$ cat config.mk
export PLATFORM = sky130hd
export DESIGN_NAME = pulse_tachometer_tone
export DESIGN_NICKNAME = d
export VERILOG_FILES = /design/src/sv/ptt_pkg.sv /design/src/sv/pulse_tachometer_tone.sv /design/src/sv/ptt_div.sv /design/src/sv/ptt_datapath.sv /design/src/sv/ptt_ctrl.sv
export SDC_FILE = /design/constraint.sdc
export NUM_CORES = 1
export LEC_CHECK = 0
export CORE_ASPECT_RATIO = 1.1
export CORE_MARGIN = 4
export CORE_UTILIZATION = 51
export CTS_BUF_LIST = sky130_fd_sc_hd__clkbuf_4 sky130_fd_sc_hd__clkbuf_8 sky130_fd_sc_hd__clkbuf_16
export DETAILED_ROUTE_END_ITERATION = 8
export DONT_BUFFER_PORTS = 1
export PLACE_DENSITY = 0.71
export SLEW_MARGIN = 20
export SYNTH_ARGS = -nofsm -noshare
export SYNTH_HDL_FRONTEND = slang
export SYNTH_SLANG_ARGS = --single-unit
$ cat constraint.sdc
create_clock -name clk -period 12.1 [get_ports clk]
set_input_delay 1.815 -clock clk [delete_from_list [all_inputs] [get_ports clk]]
set_output_delay 1.815 -clock clk [all_outputs]
set_load 0.02 [all_outputs]
$ cat src/sv/ptt_pkg.sv
// Shared constants, register indexes and control types for the pulse tachometer.
`default_nettype none

package ptt_pkg;

    localparam int TIME_BITS_DEF = 32;

    localparam int TIMEOUT_W  = 16;
    localparam int LIMIT_W    = 20;
    localparam int RPM_W      = 16;
    localparam int TONE_W     = 30;
    localparam int CFG_IDX_W  = 2;
    localparam int CFG_DATA_W = 20;

    // shared restoring divider
    localparam int DIV_W      = 30;
    localparam int RPM_STEPS  = 16;
    localparam int TONE_STEPS = 30;
    localparam int CNT_W      = $clog2(TONE_STEPS);

    // periods below 2^15 are the only ones that can give a nonzero tone
    localparam int SQ_IN_W = 15;

    localparam logic [RPM_W-1:0]  RPM_NUM  = 16'd60000;
    localparam logic [TONE_W-1:0] TONE_NUM = 30'd720000000;

    // above these periods the quotient is zero
    localparam int RPM_MAX_PERIOD  = 60000;
    localparam int TONE_MAX_PERIOD = 26832;

    localparam logic [TIMEOUT_W-1:0] TIMEOUT_RST  = 16'd2500;
    localparam logic [LIMIT_W-1:0]   TONE_MIN_RST = 20'd10;
    localparam logic [LIMIT_W-1:0]   TONE_MAX_RST = 20'd20000;

    localparam logic [CFG_IDX_W-1:0] CFG_TIMEOUT  = 2'd0;
    localparam logic [CFG_IDX_W-1:0] CFG_TONE_MIN = 2'd1;
    localparam logic [CFG_IDX_W-1:0] CFG_TONE_MAX = 2'd2;

    typedef struct packed {
        logic accept;
        logic update;
        logic check;
        logic div_load;
        logic div_tone;
        logic div_step;
        logic store_rpm;
        logic store_tone;
        logic emit;
    } ptt_cmd_t;

    typedef struct packed {
        logic out_room;
    } ptt_stat_t;

endpackage

`default_nettype wire

$ cat src/sv/pulse_tachometer_tone.sv
// Period-measuring tachometer with tone output: one item per millisecond tick.
// Input channel: in_valid with press, one item per tick; the block drives in_stall.
// Output channel: out_valid with running, rpm, led_on, tone_valid and tone_freq;
// the receiver drives out_stall. Every item gives exactly one result.
// Configuration: cfg_valid/cfg_ready with cfg_index and cfg_data; index 0 is
// timeout_ms, 1 is tone_min, 2 is tone_max. cfg_ready is always high; write
// only while no item is in flight.
// The shared restoring divider works out rpm and then the tone, one quotient
// bit per cycle. The block takes no new item while one is in flight: in_stall
// stays high until the result has been written to the result register.
// The result register frees the divider: a stalled result holds its value,
// and the next item waits in the last step until the register can take it.
// Reset clears the millisecond clock, last press time and period, sets the
// blink indicator and loads the default timeout and tone limits.
`default_nettype none

module pulse_tachometer_tone #(
    parameter int TIME_BITS = ptt_pkg::TIME_BITS_DEF
) (
    input  wire logic                           clk,
    input  wire logic                           rst_n,
    input  wire logic                           in_valid,
    output logic                                in_stall,
    input  wire logic                           press,
    output logic                                out_valid,
    input  wire logic                           out_stall,
    output logic                                running,
    output logic [ptt_pkg::RPM_W-1:0]           rpm,
    output logic                                led_on,
    output logic                                tone_valid,
    output logic [ptt_pkg::TONE_W-1:0]          tone_freq,
    input  wire logic                           cfg_valid,
    output logic                                cfg_ready,
    input  wire logic [ptt_pkg::CFG_IDX_W-1:0]  cfg_index,
    input  wire logic [ptt_pkg::CFG_DATA_W-1:0] cfg_data
);

    ptt_pkg::ptt_cmd_t  cmd;
    ptt_pkg::ptt_stat_t stat;

    assign cfg_ready = 1'b1;

    ptt_ctrl u_ctrl (
        .clk      (clk),
        .rst_n    (rst_n),
        .in_valid (in_valid),
        .in_stall (in_stall),
        .stat     (stat),
        .cmd      (cmd)
    );

    ptt_datapath #(.TIME_BITS(TIME_BITS)) u_datapath (
        .clk        (clk),
        .rst_n      (rst_n),
        .cmd        (cmd),
        .stat       (stat),
        .press      (press),
        .cfg_valid  (cfg_valid && cfg_ready),
        .cfg_index  (cfg_index),
        .cfg_data   (cfg_data),
        .out_stall  (out_stall),
        .out_valid  (out_valid),
        .running    (running),
        .rpm        (rpm),
        .led_on     (led_on),
        .tone_valid (tone_valid),
        .tone_freq  (tone_freq)
    );

endmodule

`default_nettype wire

$ cat src/sv/ptt_div.sv
// Restoring divider, one quotient bit per cycle while step is high.
`default_nettype none

module ptt_div #(
    parameter int W = ptt_pkg::DIV_W
) (
    input  wire logic         clk,
    input  wire logic         load,
    input  wire logic         step,
    input  wire logic [W-1:0] dividend,
    input  wire logic [W-1:0] divisor,
    output logic      [W-1:0] quotient
);

    logic [W-1:0] rem_reg, rem_next;
    logic [W-1:0] dq_reg, dq_next;
    logic [W-1:0] dvs_reg;
    logic [W:0]   shifted;
    logic [W:0]   trial;
    logic         ge;

    always_comb
    begin
        shifted  = {rem_reg, dq_reg[W-1]};
        trial    = shifted - {1'b0, dvs_reg};
        ge       = (shifted >= {1'b0, dvs_reg});
        rem_next = ge ? trial[W-1:0] : shifted[W-1:0];
        dq_next  = {dq_reg[W-2:0], ge};
    end

    always_ff @(posedge clk)
    begin
        if (load)
        begin
            rem_reg <= '0;
            dq_reg  <= dividend;
            dvs_reg <= divisor;
        end
        else if (step)
        begin
            rem_reg <= rem_next;
            dq_reg  <= dq_next;
        end
    end

    assign quotient = dq_reg;

endmodule

`default_nettype wire

$ cat src/sv/ptt_datapath.sv
// Tachometer datapath: time keeping, period, blink, divider and result register.
`default_nettype none

module ptt_datapath #(
    parameter int TIME_BITS = ptt_pkg::TIME_BITS_DEF
) (
    input  wire logic                             clk,
    input  wire logic                             rst_n,
    input  wire ptt_pkg::ptt_cmd_t                cmd,
    output ptt_pkg::ptt_stat_t                    stat,
    input  wire logic                             press,
    input  wire logic                             cfg_valid,
    input  wire logic [ptt_pkg::CFG_IDX_W-1:0]    cfg_index,
    input  wire logic [ptt_pkg::CFG_DATA_W-1:0]   cfg_data,
    input  wire logic                             out_stall,
    output logic                                  out_valid,
    output logic                                  running,
    output logic [ptt_pkg::RPM_W-1:0]             rpm,
    output logic                                  led_on,
    output logic                                  tone_valid,
    output logic [ptt_pkg::TONE_W-1:0]            tone_freq
);

    localparam int DW = ptt_pkg::DIV_W;
    localparam int RW = ptt_pkg::RPM_W;
    localparam int TW = ptt_pkg::TONE_W;

    logic [TIME_BITS-1:0] now_reg, last_reg, period_reg;
    logic                 blink_reg;
    logic [ptt_pkg::TIMEOUT_W-1:0] timeout_reg;
    logic [ptt_pkg::LIMIT_W-1:0]   tmin_reg, tmax_reg;
    logic                 out_valid_reg;

    logic                 press_reg;
    logic [TIME_BITS-1:0] elapsed_reg;
    logic                 run_reg, pzero_reg, rpm_big_reg, tone_big_reg;
    logic [TW-1:0]        sq_reg;
    logic [RW-1:0]        rpm_reg;
    logic [TW-1:0]        tone_reg;

    logic                 out_running_reg, out_led_reg, out_tvalid_reg;
    logic [RW-1:0]        out_rpm_reg;
    logic [TW-1:0]        out_tone_reg;

    logic [TIME_BITS-1:0] diff;
    logic                 timed_out;
    logic                 past_half;
    logic [DW-1:0]        div_dividend, div_divisor, quotient;
    logic                 tone_ok;

    assign diff      = now_reg - last_reg;
    assign timed_out = elapsed_reg > TIME_BITS'(timeout_reg);
    assign past_half = elapsed_reg > (period_reg >> 1);
    assign tone_ok   = run_reg && (tone_reg > TW'(tmin_reg)) && (tone_reg < TW'(tmax_reg));

    assign div_dividend = cmd.div_tone ? DW'(ptt_pkg::TONE_NUM)
                                       : (DW'(ptt_pkg::RPM_NUM) << (DW - RW));
    assign div_divisor  = cmd.div_tone ? sq_reg : DW'(period_reg[RW-1:0]);

    ptt_div #(.W(DW)) u_div (
        .clk      (clk),
        .load     (cmd.div_load),
        .step     (cmd.div_step),
        .dividend (div_dividend),
        .divisor  (div_divisor),
        .quotient (quotient)
    );

    // architectural state and configuration
    always_ff @(posedge clk or negedge rst_n)
    begin
        if (!rst_n)
        begin
            now_reg       <= '0;
            last_reg      <= '0;
            period_reg    <= '0;
            blink_reg     <= 1'b1;
            timeout_reg   <= ptt_pkg::TIMEOUT_RST;
            tmin_reg      <= ptt_pkg::TONE_MIN_RST;
            tmax_reg      <= ptt_pkg::TONE_MAX_RST;
            out_valid_reg <= 1'b0;
        end
        else
        begin
            if (cfg_valid)
            begin
                case (cfg_index)
                    ptt_pkg::CFG_TIMEOUT:  timeout_reg <= cfg_data[ptt_pkg::TIMEOUT_W-1:0];
                    ptt_pkg::CFG_TONE_MIN: tmin_reg    <= cfg_data;
                    ptt_pkg::CFG_TONE_MAX: tmax_reg    <= cfg_data;
                    default: ;
                endcase
            end
            if (cmd.accept)
                now_reg <= now_reg + 1'b1;
            if (cmd.update && press_reg)
            begin
                period_reg <= diff;
                last_reg   <= now_reg;
                blink_reg  <= 1'b1;
            end
            if (cmd.check && (last_reg != '0))
            begin
                if (timed_out)
                begin
                    period_reg <= '0;
                    last_reg   <= '0;
                end
                else if (past_half)
                    blink_reg <= 1'b0;
            end
            if (cmd.emit)
                out_valid_reg <= 1'b1;
            else if (!out_stall)
                out_valid_reg <= 1'b0;
        end
    end

    // working values of the item in flight
    always_ff @(posedge clk)
    begin
        if (cmd.accept)
            press_reg <= press;
        if (cmd.update)
            elapsed_reg <= press_reg ? '0 : diff;
        if (cmd.check)
        begin
            run_reg      <= (last_reg != '0) && !timed_out;
            pzero_reg    <= (period_reg == '0);
            rpm_big_reg  <= period_reg > TIME_BITS'(ptt_pkg::RPM_MAX_PERIOD);
            tone_big_reg <= period_reg > TIME_BITS'(ptt_pkg::TONE_MAX_PERIOD);
            sq_reg       <= TW'(period_reg[ptt_pkg::SQ_IN_W-1:0])
                          * TW'(period_reg[ptt_pkg::SQ_IN_W-1:0]);
        end
        if (cmd.store_rpm)
        begin
            if (!run_reg || (!pzero_reg && rpm_big_reg))
                rpm_reg <= '0;
            else if (pzero_reg)
                rpm_reg <= ptt_pkg::RPM_NUM;
            else
                rpm_reg <= quotient[RW-1:0];
        end
        if (cmd.store_tone)
        begin
            if (!run_reg || (!pzero_reg && tone_big_reg))
                tone_reg <= '0;
            else if (pzero_reg)
                tone_reg <= ptt_pkg::TONE_NUM;
            else
                tone_reg <= quotient[TW-1:0];
        end
        if (cmd.emit)
        begin
            out_running_reg <= run_reg;
            out_rpm_reg     <= rpm_reg;
            out_led_reg     <= blink_reg;
            out_tvalid_reg  <= tone_ok;
            out_tone_reg    <= tone_reg;
        end
    end

    assign stat.out_room = !out_valid_reg || !out_stall;

    assign out_valid  = out_valid_reg;
    assign running    = out_running_reg;
    assign rpm        = out_rpm_reg;
    assign led_on     = out_led_reg;
    assign tone_valid = out_tvalid_reg;
    assign tone_freq  = out_tone_reg;

    a_stopped_zero: assert property (@(posedge clk) disable iff (!rst_n)
        (out_valid_reg && !out_running_reg) |->
            (out_rpm_reg == '0) && (out_tone_reg == '0) && !out_tvalid_reg)
        else $error("stopped result carries nonzero rpm or tone");

endmodule

`default_nettype wire

$ cat src/sv/ptt_ctrl.sv
// Tachometer controller: sequences update, check, both divisions and the result.
`default_nettype none

module ptt_ctrl (
    input  wire logic               clk,
    input  wire logic               rst_n,
    input  wire logic               in_valid,
    output logic                    in_stall,
    input  wire ptt_pkg::ptt_stat_t stat,
    output ptt_pkg::ptt_cmd_t       cmd
);

    localparam logic [3:0] S_IDLE = 4'd0;
    localparam logic [3:0] S_UPD  = 4'd1;
    localparam logic [3:0] S_CHK  = 4'd2;
    localparam logic [3:0] S_RLD  = 4'd3;
    localparam logic [3:0] S_RRUN = 4'd4;
    localparam logic [3:0] S_TLD  = 4'd5;
    localparam logic [3:0] S_TRUN = 4'd6;
    localparam logic [3:0] S_FIN  = 4'd7;
    localparam logic [3:0] S_EMIT = 4'd8;

    localparam int CW = ptt_pkg::CNT_W;

    logic [3:0]    state_reg, state_next;
    logic [CW-1:0] cnt_reg, cnt_next;

    assign in_stall = (state_reg != S_IDLE);

    always_comb
    begin
        state_next = state_reg;
        cnt_next   = cnt_reg;
        cmd        = '0;
        case (state_reg)
            S_IDLE:
            begin
                if (in_valid)
                begin
                    cmd.accept = 1'b1;
                    state_next = S_UPD;
                end
            end
            S_UPD:
            begin
                cmd.update = 1'b1;
                state_next = S_CHK;
            end
            S_CHK:
            begin
                cmd.check  = 1'b1;
                state_next = S_RLD;
            end
            S_RLD:
            begin
                cmd.div_load = 1'b1;
                cnt_next     = CW'(ptt_pkg::RPM_STEPS - 1);
                state_next   = S_RRUN;
            end
            S_RRUN:
            begin
                cmd.div_step = 1'b1;
                if (cnt_reg == '0)
                    state_next = S_TLD;
                else
                    cnt_next = cnt_reg - 1'b1;
            end
            S_TLD:
            begin
                // take the rpm quotient and start the tone division together
                cmd.store_rpm = 1'b1;
                cmd.div_load  = 1'b1;
                cmd.div_tone  = 1'b1;
                cnt_next      = CW'(ptt_pkg::TONE_STEPS - 1);
                state_next    = S_TRUN;
            end
            S_TRUN:
            begin
                cmd.div_step = 1'b1;
                if (cnt_reg == '0)
                    state_next = S_FIN;
                else
                    cnt_next = cnt_reg - 1'b1;
            end
            S_FIN:
            begin
                cmd.store_tone = 1'b1;
                state_next     = S_EMIT;
            end
            S_EMIT:
            begin
                // hold until the result register is free
                if (stat.out_room)
                begin
                    cmd.emit   = 1'b1;
                    state_next = S_IDLE;
                end
            end
            default:
            begin
                state_next = S_IDLE;
            end
        endcase
    end

    always_ff @(posedge clk or negedge rst_n)
    begin
        if (!rst_n)
        begin
            state_reg <= S_IDLE;
            cnt_reg   <= '0;
        end
        else
        begin
            state_reg <= state_next;
            cnt_reg   <= cnt_next;
        end
    end

    a_accept_starts: assert property (@(posedge clk) disable iff (!rst_n)
        (in_valid && !in_stall) |=> (state_reg == S_UPD))
        else $error("accepted item did not start the update");

    a_emit_room: assert property (@(posedge clk) disable iff (!rst_n)
        cmd.emit |-> stat.out_room)
        else $error("result written over an untaken result");

    a_rpm_done: assert property (@(posedge clk) disable iff (!rst_n)
        (state_reg == S_TLD) |-> ($past(state_reg) == S_RRUN) && ($past(cnt_reg) == '0))
        else $error("tone division started before rpm division finished");

endmodule

`default_nettype wire
==> reports/qor.csv, run 1 <==
metric;value;unit
drt drc;0;
Reg clk slew, reported paths;0.06;ns
Seq/Total Area, Yosys;0.410;
critical path fanouts, max;13;
setup TNS;0;ns
row cnt;89;
Die Y;252;µm
# diodes;0;
top sig layer;met4;
synthesized area per cell;10.1;µm²
Yosys top cell area share;0.240;
drt via density;5.57;
Area Growth Syn to Fin;7.84;%
layout cells sized above 1;0.0708;
Post-CTS Hold Buffers;0;
post-synth cell types;79;
fin nets;3116;
# fillers;4581;
kind of critical path;reg -> reg;
Clock Tree Buf Depth;3;
ys flop type;edfxtp_1;
Max-Cap Viols;0;
global-route wire length before repair;101;mm
pin slew with the least headroom to its limit;1.08;ns
Die X;230;µm
CP max stage delay;0.70;ns
clock latency on the worst-skew pair;0.58;ns
crit path launch type;flop;
Netlist Area Pre-Place;27600;µm²
GRT Total Usage;0.214;
post-route ant nets;0;
CP max-delay cell;dfrtp_1;
initial drt markers;1392;
WL/cell;18.0;µm
Leakage;13.6;nW
WP data required;12.41;ns
total length of routed wires;62.4;mm
synthesized instance count;2740;
via count;19327;
power density cells;287;nW/µm²
Core Area;53700;µm²
routed length on met2;31.2;mm
final worst slack;5.10;ns
DP Wirelength;47.5;mm
CP Data Arrival Time;7.31;ns
Pins Over Slew Limit;0;
fmax;0.143;GHz
clock skew;0.0198;ns
M1 WL;26.4;mm
Min-Delay Path Class;reg -> reg;
Placer Congestion;0.909;
PortBufs;0;
relative slew slack;0.281;
EDFF count, synth;221;
Hold Violations, Final;0;
initial core utilization;0.514;
RSZ-0062 raised after global routing;false;
grt total ovfl;0;
DR WL met3;2.68;mm
Setup Buffers After CTS;0;
CTS sink cnt;414;
top cells by area, synth;edfxtp_1, dfrtp_1, ha_1;
io pins;80;
CTS Buf Count;43;
area leader, netlist;edfxtp_1;
syn nets;3151;
largest net degree at the start of global routing;164;
status;finished, final reports clean;
vias in the first global route;19422;
Root Buffer;clkbuf_16;
Place WS;5.12;ns
Most common cell on crit path;fa_1;
Critical Path End Type;flop;
initial antenna violation count;0;
critical path cell sequence;clkinv_1 -> nor2_1 -> inv_1 -> fa_1 -> fa_1 -> inv_1 -> ha_1 -> fa_1 -> fa_1 -> inv_1 -> fa_1 -> inv_1 -> ha_1 -> nand3_1 -> o31ai_1 -> a21oi_1 -> o211ai_1 -> a41oi_1 -> o21ai_0 -> a21oi_1 -> xnor2_1;
async set-reset flop share out of synthesis;0.394;
Die ar.;57900;µm²
largest vdd supply drop;146;µV
Ys Warns;0;
Pre-antenna DRT Iters;6;
H-tree depth;2;
CTS tree;done;
Post-CTS Resized;0;
Tmin final;7.00;ns
register bit count reported by yosys;414;
setup violators final;0;
fin crit share;0.579;
## power breakdown
group / internal [W] / switching, W
clock network: 0.000799 / 0.000573
logic: 0.00187 / 0.00285
registers: 0.00210 / 0.000360
total: 0.00476 / 0.00378
## cells in the mapped netlist (5+ instances only)
cell,number
nand2_1,248
dfxtp_1,30
and4_1,6
nor2_1,184
and2_1,91
o211a_1,5
and3_1,17
mux2i_1,5
nor3_1,21
nand2b_1,25
or3_1,6
buf_4,5
fa_1,139
xor2_1,44
o31ai_1,5
o21bai_1,10
clkinv_1,9
ha_1,244
mux2_2,44
dfrtp_1,150
nor2b_1,30
o2111ai_1,6
a31oi_1,14
o22ai_1,11
a21boi_0,5
nand3_1,39
a21o_1,73
a211oi_1,24
buf_6,5
edfxtp_1,221
inv_1,366
xnor2_1,75
o21a_1,21
nor4_1,28
dfstp_2,13
or2_2,8
o21ai_0,131
nand3b_1,5
buf_2,12
o211ai_1,5
nand4_1,32
a21oi_1,193
clkbuf_1,74
## metrics by stage
step	instances	utilization	hold slack, ns	area, µm²	total power [W]
detailed placement	3387	0.527	0.405	28300	0.00717
global route	3468	0.555	0.430	29800	0.00932
floorplan	2740	-	0.400	27600	0.00600
global placement	3387	0.527	0.402	28300	0.00698
finish	3468	0.555	0.418	29800	0.00854
CTS	3467	0.555	0.419	29800	0.00859
## worst max-delay path: cells and delay by family, from the launching register on
family / cells / cell delay [ns]
XOR/XNOR: 1 / 0.13
AND/OR/NAND/NOR: 2 / 0.41
AO/OA/AOI/OAI: 6 / 1.61
flip-flops: 1 / 0.70
adder cells (fa/ha/maj): 7 / 3.24
buffers and inverters: 5 / 0.65
## metal layers
| metal | vias up | GRT usage |
|---|---|---|
| met5 | - | 0 |
| met4 | 0 | 0.0714 |
| met3 | 134 | 0.0305 |
| met2 | 490 | 0.376 |
| met1 | 9485 | 0.274 |
| li1 | 9218 | - |
## kinds of logic after synthesis
logic type      share of synthesized area
mux                                0.0198
flops                               0.410
simple gates                        0.131
buf+inv                            0.0667
fa+ha+maj                           0.211
xor+xnor                           0.0377
compound gates                      0.123
other cells                      0.000136
## cells in the final DEF, fill, tap and decap left out, drive strengths merged, types with 6 or more instances in the layout
cell type	instances
clkinv	23
nand4	32
a31oi	14
a21o	75
nor2b	30
inv	371
dfxtp	30
or3	6
a21oi	196
and4	6
nand2b	25
dfrtp	150
xor2	44
edfxtp	221
o21a	21
a211oi	25
clkbuf	57
o211ai	6
buf	17
mux2	44
o21bai	11
ha	244
nor3	21
nand2	248
o22ai	11
and2	91
o2111ai	6
xnor2	75
fa	139
or2	8
nand3	40
nor2	186
dfstp	13
nor4	28
and3	19
o21ai	132
## final timing paths
kind,depth (start not counted),startpoint,slack [ns],endpoint
setup / recovery,21,u_datapath.period_reg[8]$_DFF_PN0_,5.10,u_datapath.sq_reg[29]$_DFFE_PP_
hold / removal,0,u_datapath.rpm_reg[5]$_SDFFCE_PP0P_,0.42,u_datapath.rpm[5]$_DFFE_PP_
setup reg to reg,21,u_datapath.period_reg[8]$_DFF_PN0_,5.10,u_datapath.sq_reg[29]$_DFFE_PP_
hold reg to reg,0,u_datapath.rpm_reg[5]$_SDFFCE_PP0P_,0.42,u_datapath.rpm[5]$_DFFE_PP_
max in group asynchronous,0,rst_n,10.87,u_datapath.now_reg[1]$_DFFE_PN0P_
min in group asynchronous,0,rst_n,0.92,u_datapath.tmin_reg[16]$_DFFE_PN0P_
## area by class of cell
cell class                 instances  area (µm²)  share of cell area
multi-input combinational       1854       14500               0.487
sequential                       414       11300               0.381
inverter                         375        1410              0.0473
clock buffer                      57        1270              0.0428
tap                              728         911              0.0306
clock inverter                    23         230             0.00773
timing repair buffer              17         131             0.00441
No activity file was read; power rests on OpenSTA's default activity.
==> run 2: changes to the inputs <==
clock period = 7.3 ns   (was 12.1 ns; I/O delays follow)
==> reports/qor.csv, run 2 (same netlist as run 1, synthesis figures left out) <==
metric;value;unit
post-route ant nets;0;
Die Y;252;µm
initial antenna violation count;0;
global-route wire length before repair;101;mm
CP Data Arrival Time;7.10;ns
power density cells;477;nW/µm²
FF-to-FF setup slack;0.52;ns
Place WS;0.458;ns
Pins Over Slew Limit;0;
Root Buffer;clkbuf_16;
CTS sink cnt;414;
row cnt;89;
Critical Path End Type;flop;
crit path launch type;flop;
clock latency on the worst-skew pair;0.59;ns
Setup Buffers After CTS;0;
Reg clk slew, reported paths;0.06;ns
drt drc;0;
fin nets;3127;
Max-Cap Viols;0;
CTS Buf Count;44;
grt total ovfl;0;
setup TNS;0;ns
via count;19322;
DP Wirelength;46.5;mm
CP Capture Point;u_datapath.sq_reg[26]$_DFFE_PP_;
CTS tree;done;
Clock Tree Buf Depth;3;
final worst slack;0.519;ns
CP Launch Point;u_datapath.period_reg[10]$_DFF_PN0_;
layout cells sized above 1;0.0749;
R2R Path End;u_datapath.sq_reg[26]$_DFFE_PP_;
fmax;0.147;GHz
PortBufs;0;
fin crit share;0.929;
vias in the first global route;19570;
kind of critical path;reg -> reg;
total length of routed wires;61.8;mm
H-tree depth;2;
io pins;80;
Reg2Reg Depth;22;
Hold Violations, Final;0;
Pwr Total;0.0143;W
RSZ-0062 raised after global routing;false;
utilization after layout;0.558;
Die ar.;57900;µm²
Post-CTS Hold Buffers;0;
Die X;230;µm
Placer Congestion;0.910;
status;finished, final reports clean;
Leakage;13.7;nW
relative slew slack;0.251;
Core Area;53700;µm²
critical path fanouts, max;13;
setup violators final;0;
Min-Delay Path Class;in -> async;
initial drt markers;1224;
commonest cells after routing, fill and taps aside;inv_1, nand2_1, ha_1;
# diodes;0;
most common cell after layout, fill and taps aside;inv_1;
largest net degree at the start of global routing;164;
Placed Cells;3397;
Area Growth Syn to Fin;8.39;%
largest vdd supply drop;328;µV
Tmin final;6.78;ns
pin slew with the least headroom to its limit;1.12;ns
initial core utilization;0.514;
WL/cell;17.8;µm
final std cells w/o fill;3480;
clock skew;0.0231;ns
GRT Total Usage;0.212;
worst flop-to-flop path startpoint;u_datapath.period_reg[10]$_DFF_PN0_;
WP data required;7.62;ns
drt via density;5.55;
Pre-antenna DRT Iters;6;
run 2: cell types whose count changed in the layout (fill, tap and decap cells not counted):
| cell | delta |
|---|---|
| buf_4 | +10 |
| bufinv_16 | +3 |
| clkbuf_16 | -1 |
| clkbuf_4 | -5 |
| clkbuf_8 | +2 |
| clkinv_1 | +1 |
| clkinv_2 | -3 |
| clkinvlp_2 | +1 |
| clkinvlp_4 | +3 |
| dfrtp_1 | -1 |
| dfrtp_2 | +1 |
| inv_4 | +2 |
| inv_6 | -1 |
run 2: power by group:
group	switching, W	internal [W]	total [W]
logic	0.00473	0.00312	0.00785
clock network	0.000983	0.00141	0.00239
registers	0.000554	0.00348	0.00403
run 2: critical path, cell delays in order, from the launching register on:
cell and delay (ns):
dfrtp_1 0.61, clkinv_1 0.42, nor2_1 0.24, fa_1 0.44, inv_1 0.13, fa_1 0.43
inv_1 0.10, fa_1 0.43, fa_1 0.52, fa_1 0.54, inv_1 0.05, fa_1 0.52
inv_1 0.04, ha_1 0.34, a21o_1 0.23, a21oi_1 0.15, o21bai_1 0.08, a221oi_1 0.40
a21oi_1 0.20, a31oi_1 0.29, o21bai_1 0.09, a21oi_1 0.17, xnor2_1 0.09
run 2: how the worst min path moves through the flow:
stage                                                   start                             endpoint
after floorplan           u_datapath.rpm_reg[0]$_SDFFCE_PP0P_          u_datapath.rpm[0]$_DFFE_PP_
after global placement    u_datapath.rpm_reg[3]$_SDFFCE_PP0P_          u_datapath.rpm[3]$_DFFE_PP_
after detailed placement  u_datapath.rpm_reg[9]$_SDFFCE_PP0P_          u_datapath.rpm[9]$_DFFE_PP_
after CTS                                               rst_n  u_datapath.tmin_reg[19]$_DFFE_PN0P_
after global routing                                    rst_n  u_datapath.tmin_reg[19]$_DFFE_PN0P_
final                                                   rst_n  u_datapath.tmax_reg[18]$_DFFE_PN0P_
run 2: area by class of cell:
class	count	area, µm²
Clock buffer	53	1240
Tap cell	728	911
Inverter	375	1410
Multi-Input combinational cell	1854	14500
Clock inverter	29	337
Timing Repair Buffer	27	206
Sequential cell	414	11300
Fill cell	4597	23700
run 2: layer usage:
metal | global-route usage | up-vias | wire (µm)
met2 | 0.377 | 418 | 31100
met4 | 0.0674 | 0 | 1920
met1 | 0.272 | 9528 | 26500
li1 | - | 9253 | -
met3 | 0.0270 | 123 | 2310
met5 | 0 | - | 0
run 2: per-stage QoR:
| step | hold WS (ns) | instance area, µm² |
|---|---|---|
| after floorplan | 0.400 | 27600 |
| after global placement | 0.402 | 28300 |
| after detailed placement | 0.406 | 28300 |
| after CTS | 0.161 | 29900 |
| after global routing | 0.167 | 29900 |
| final | 0.201 | 29900 |
run 2: what timing repair did:
| action | CTS | global route |
|---|---|---|
| endpoints found under the setup margin | 0 | 1 |
| resized for setup | 0 | 2 |
| hold endpoints to repair | 0 | 0 |
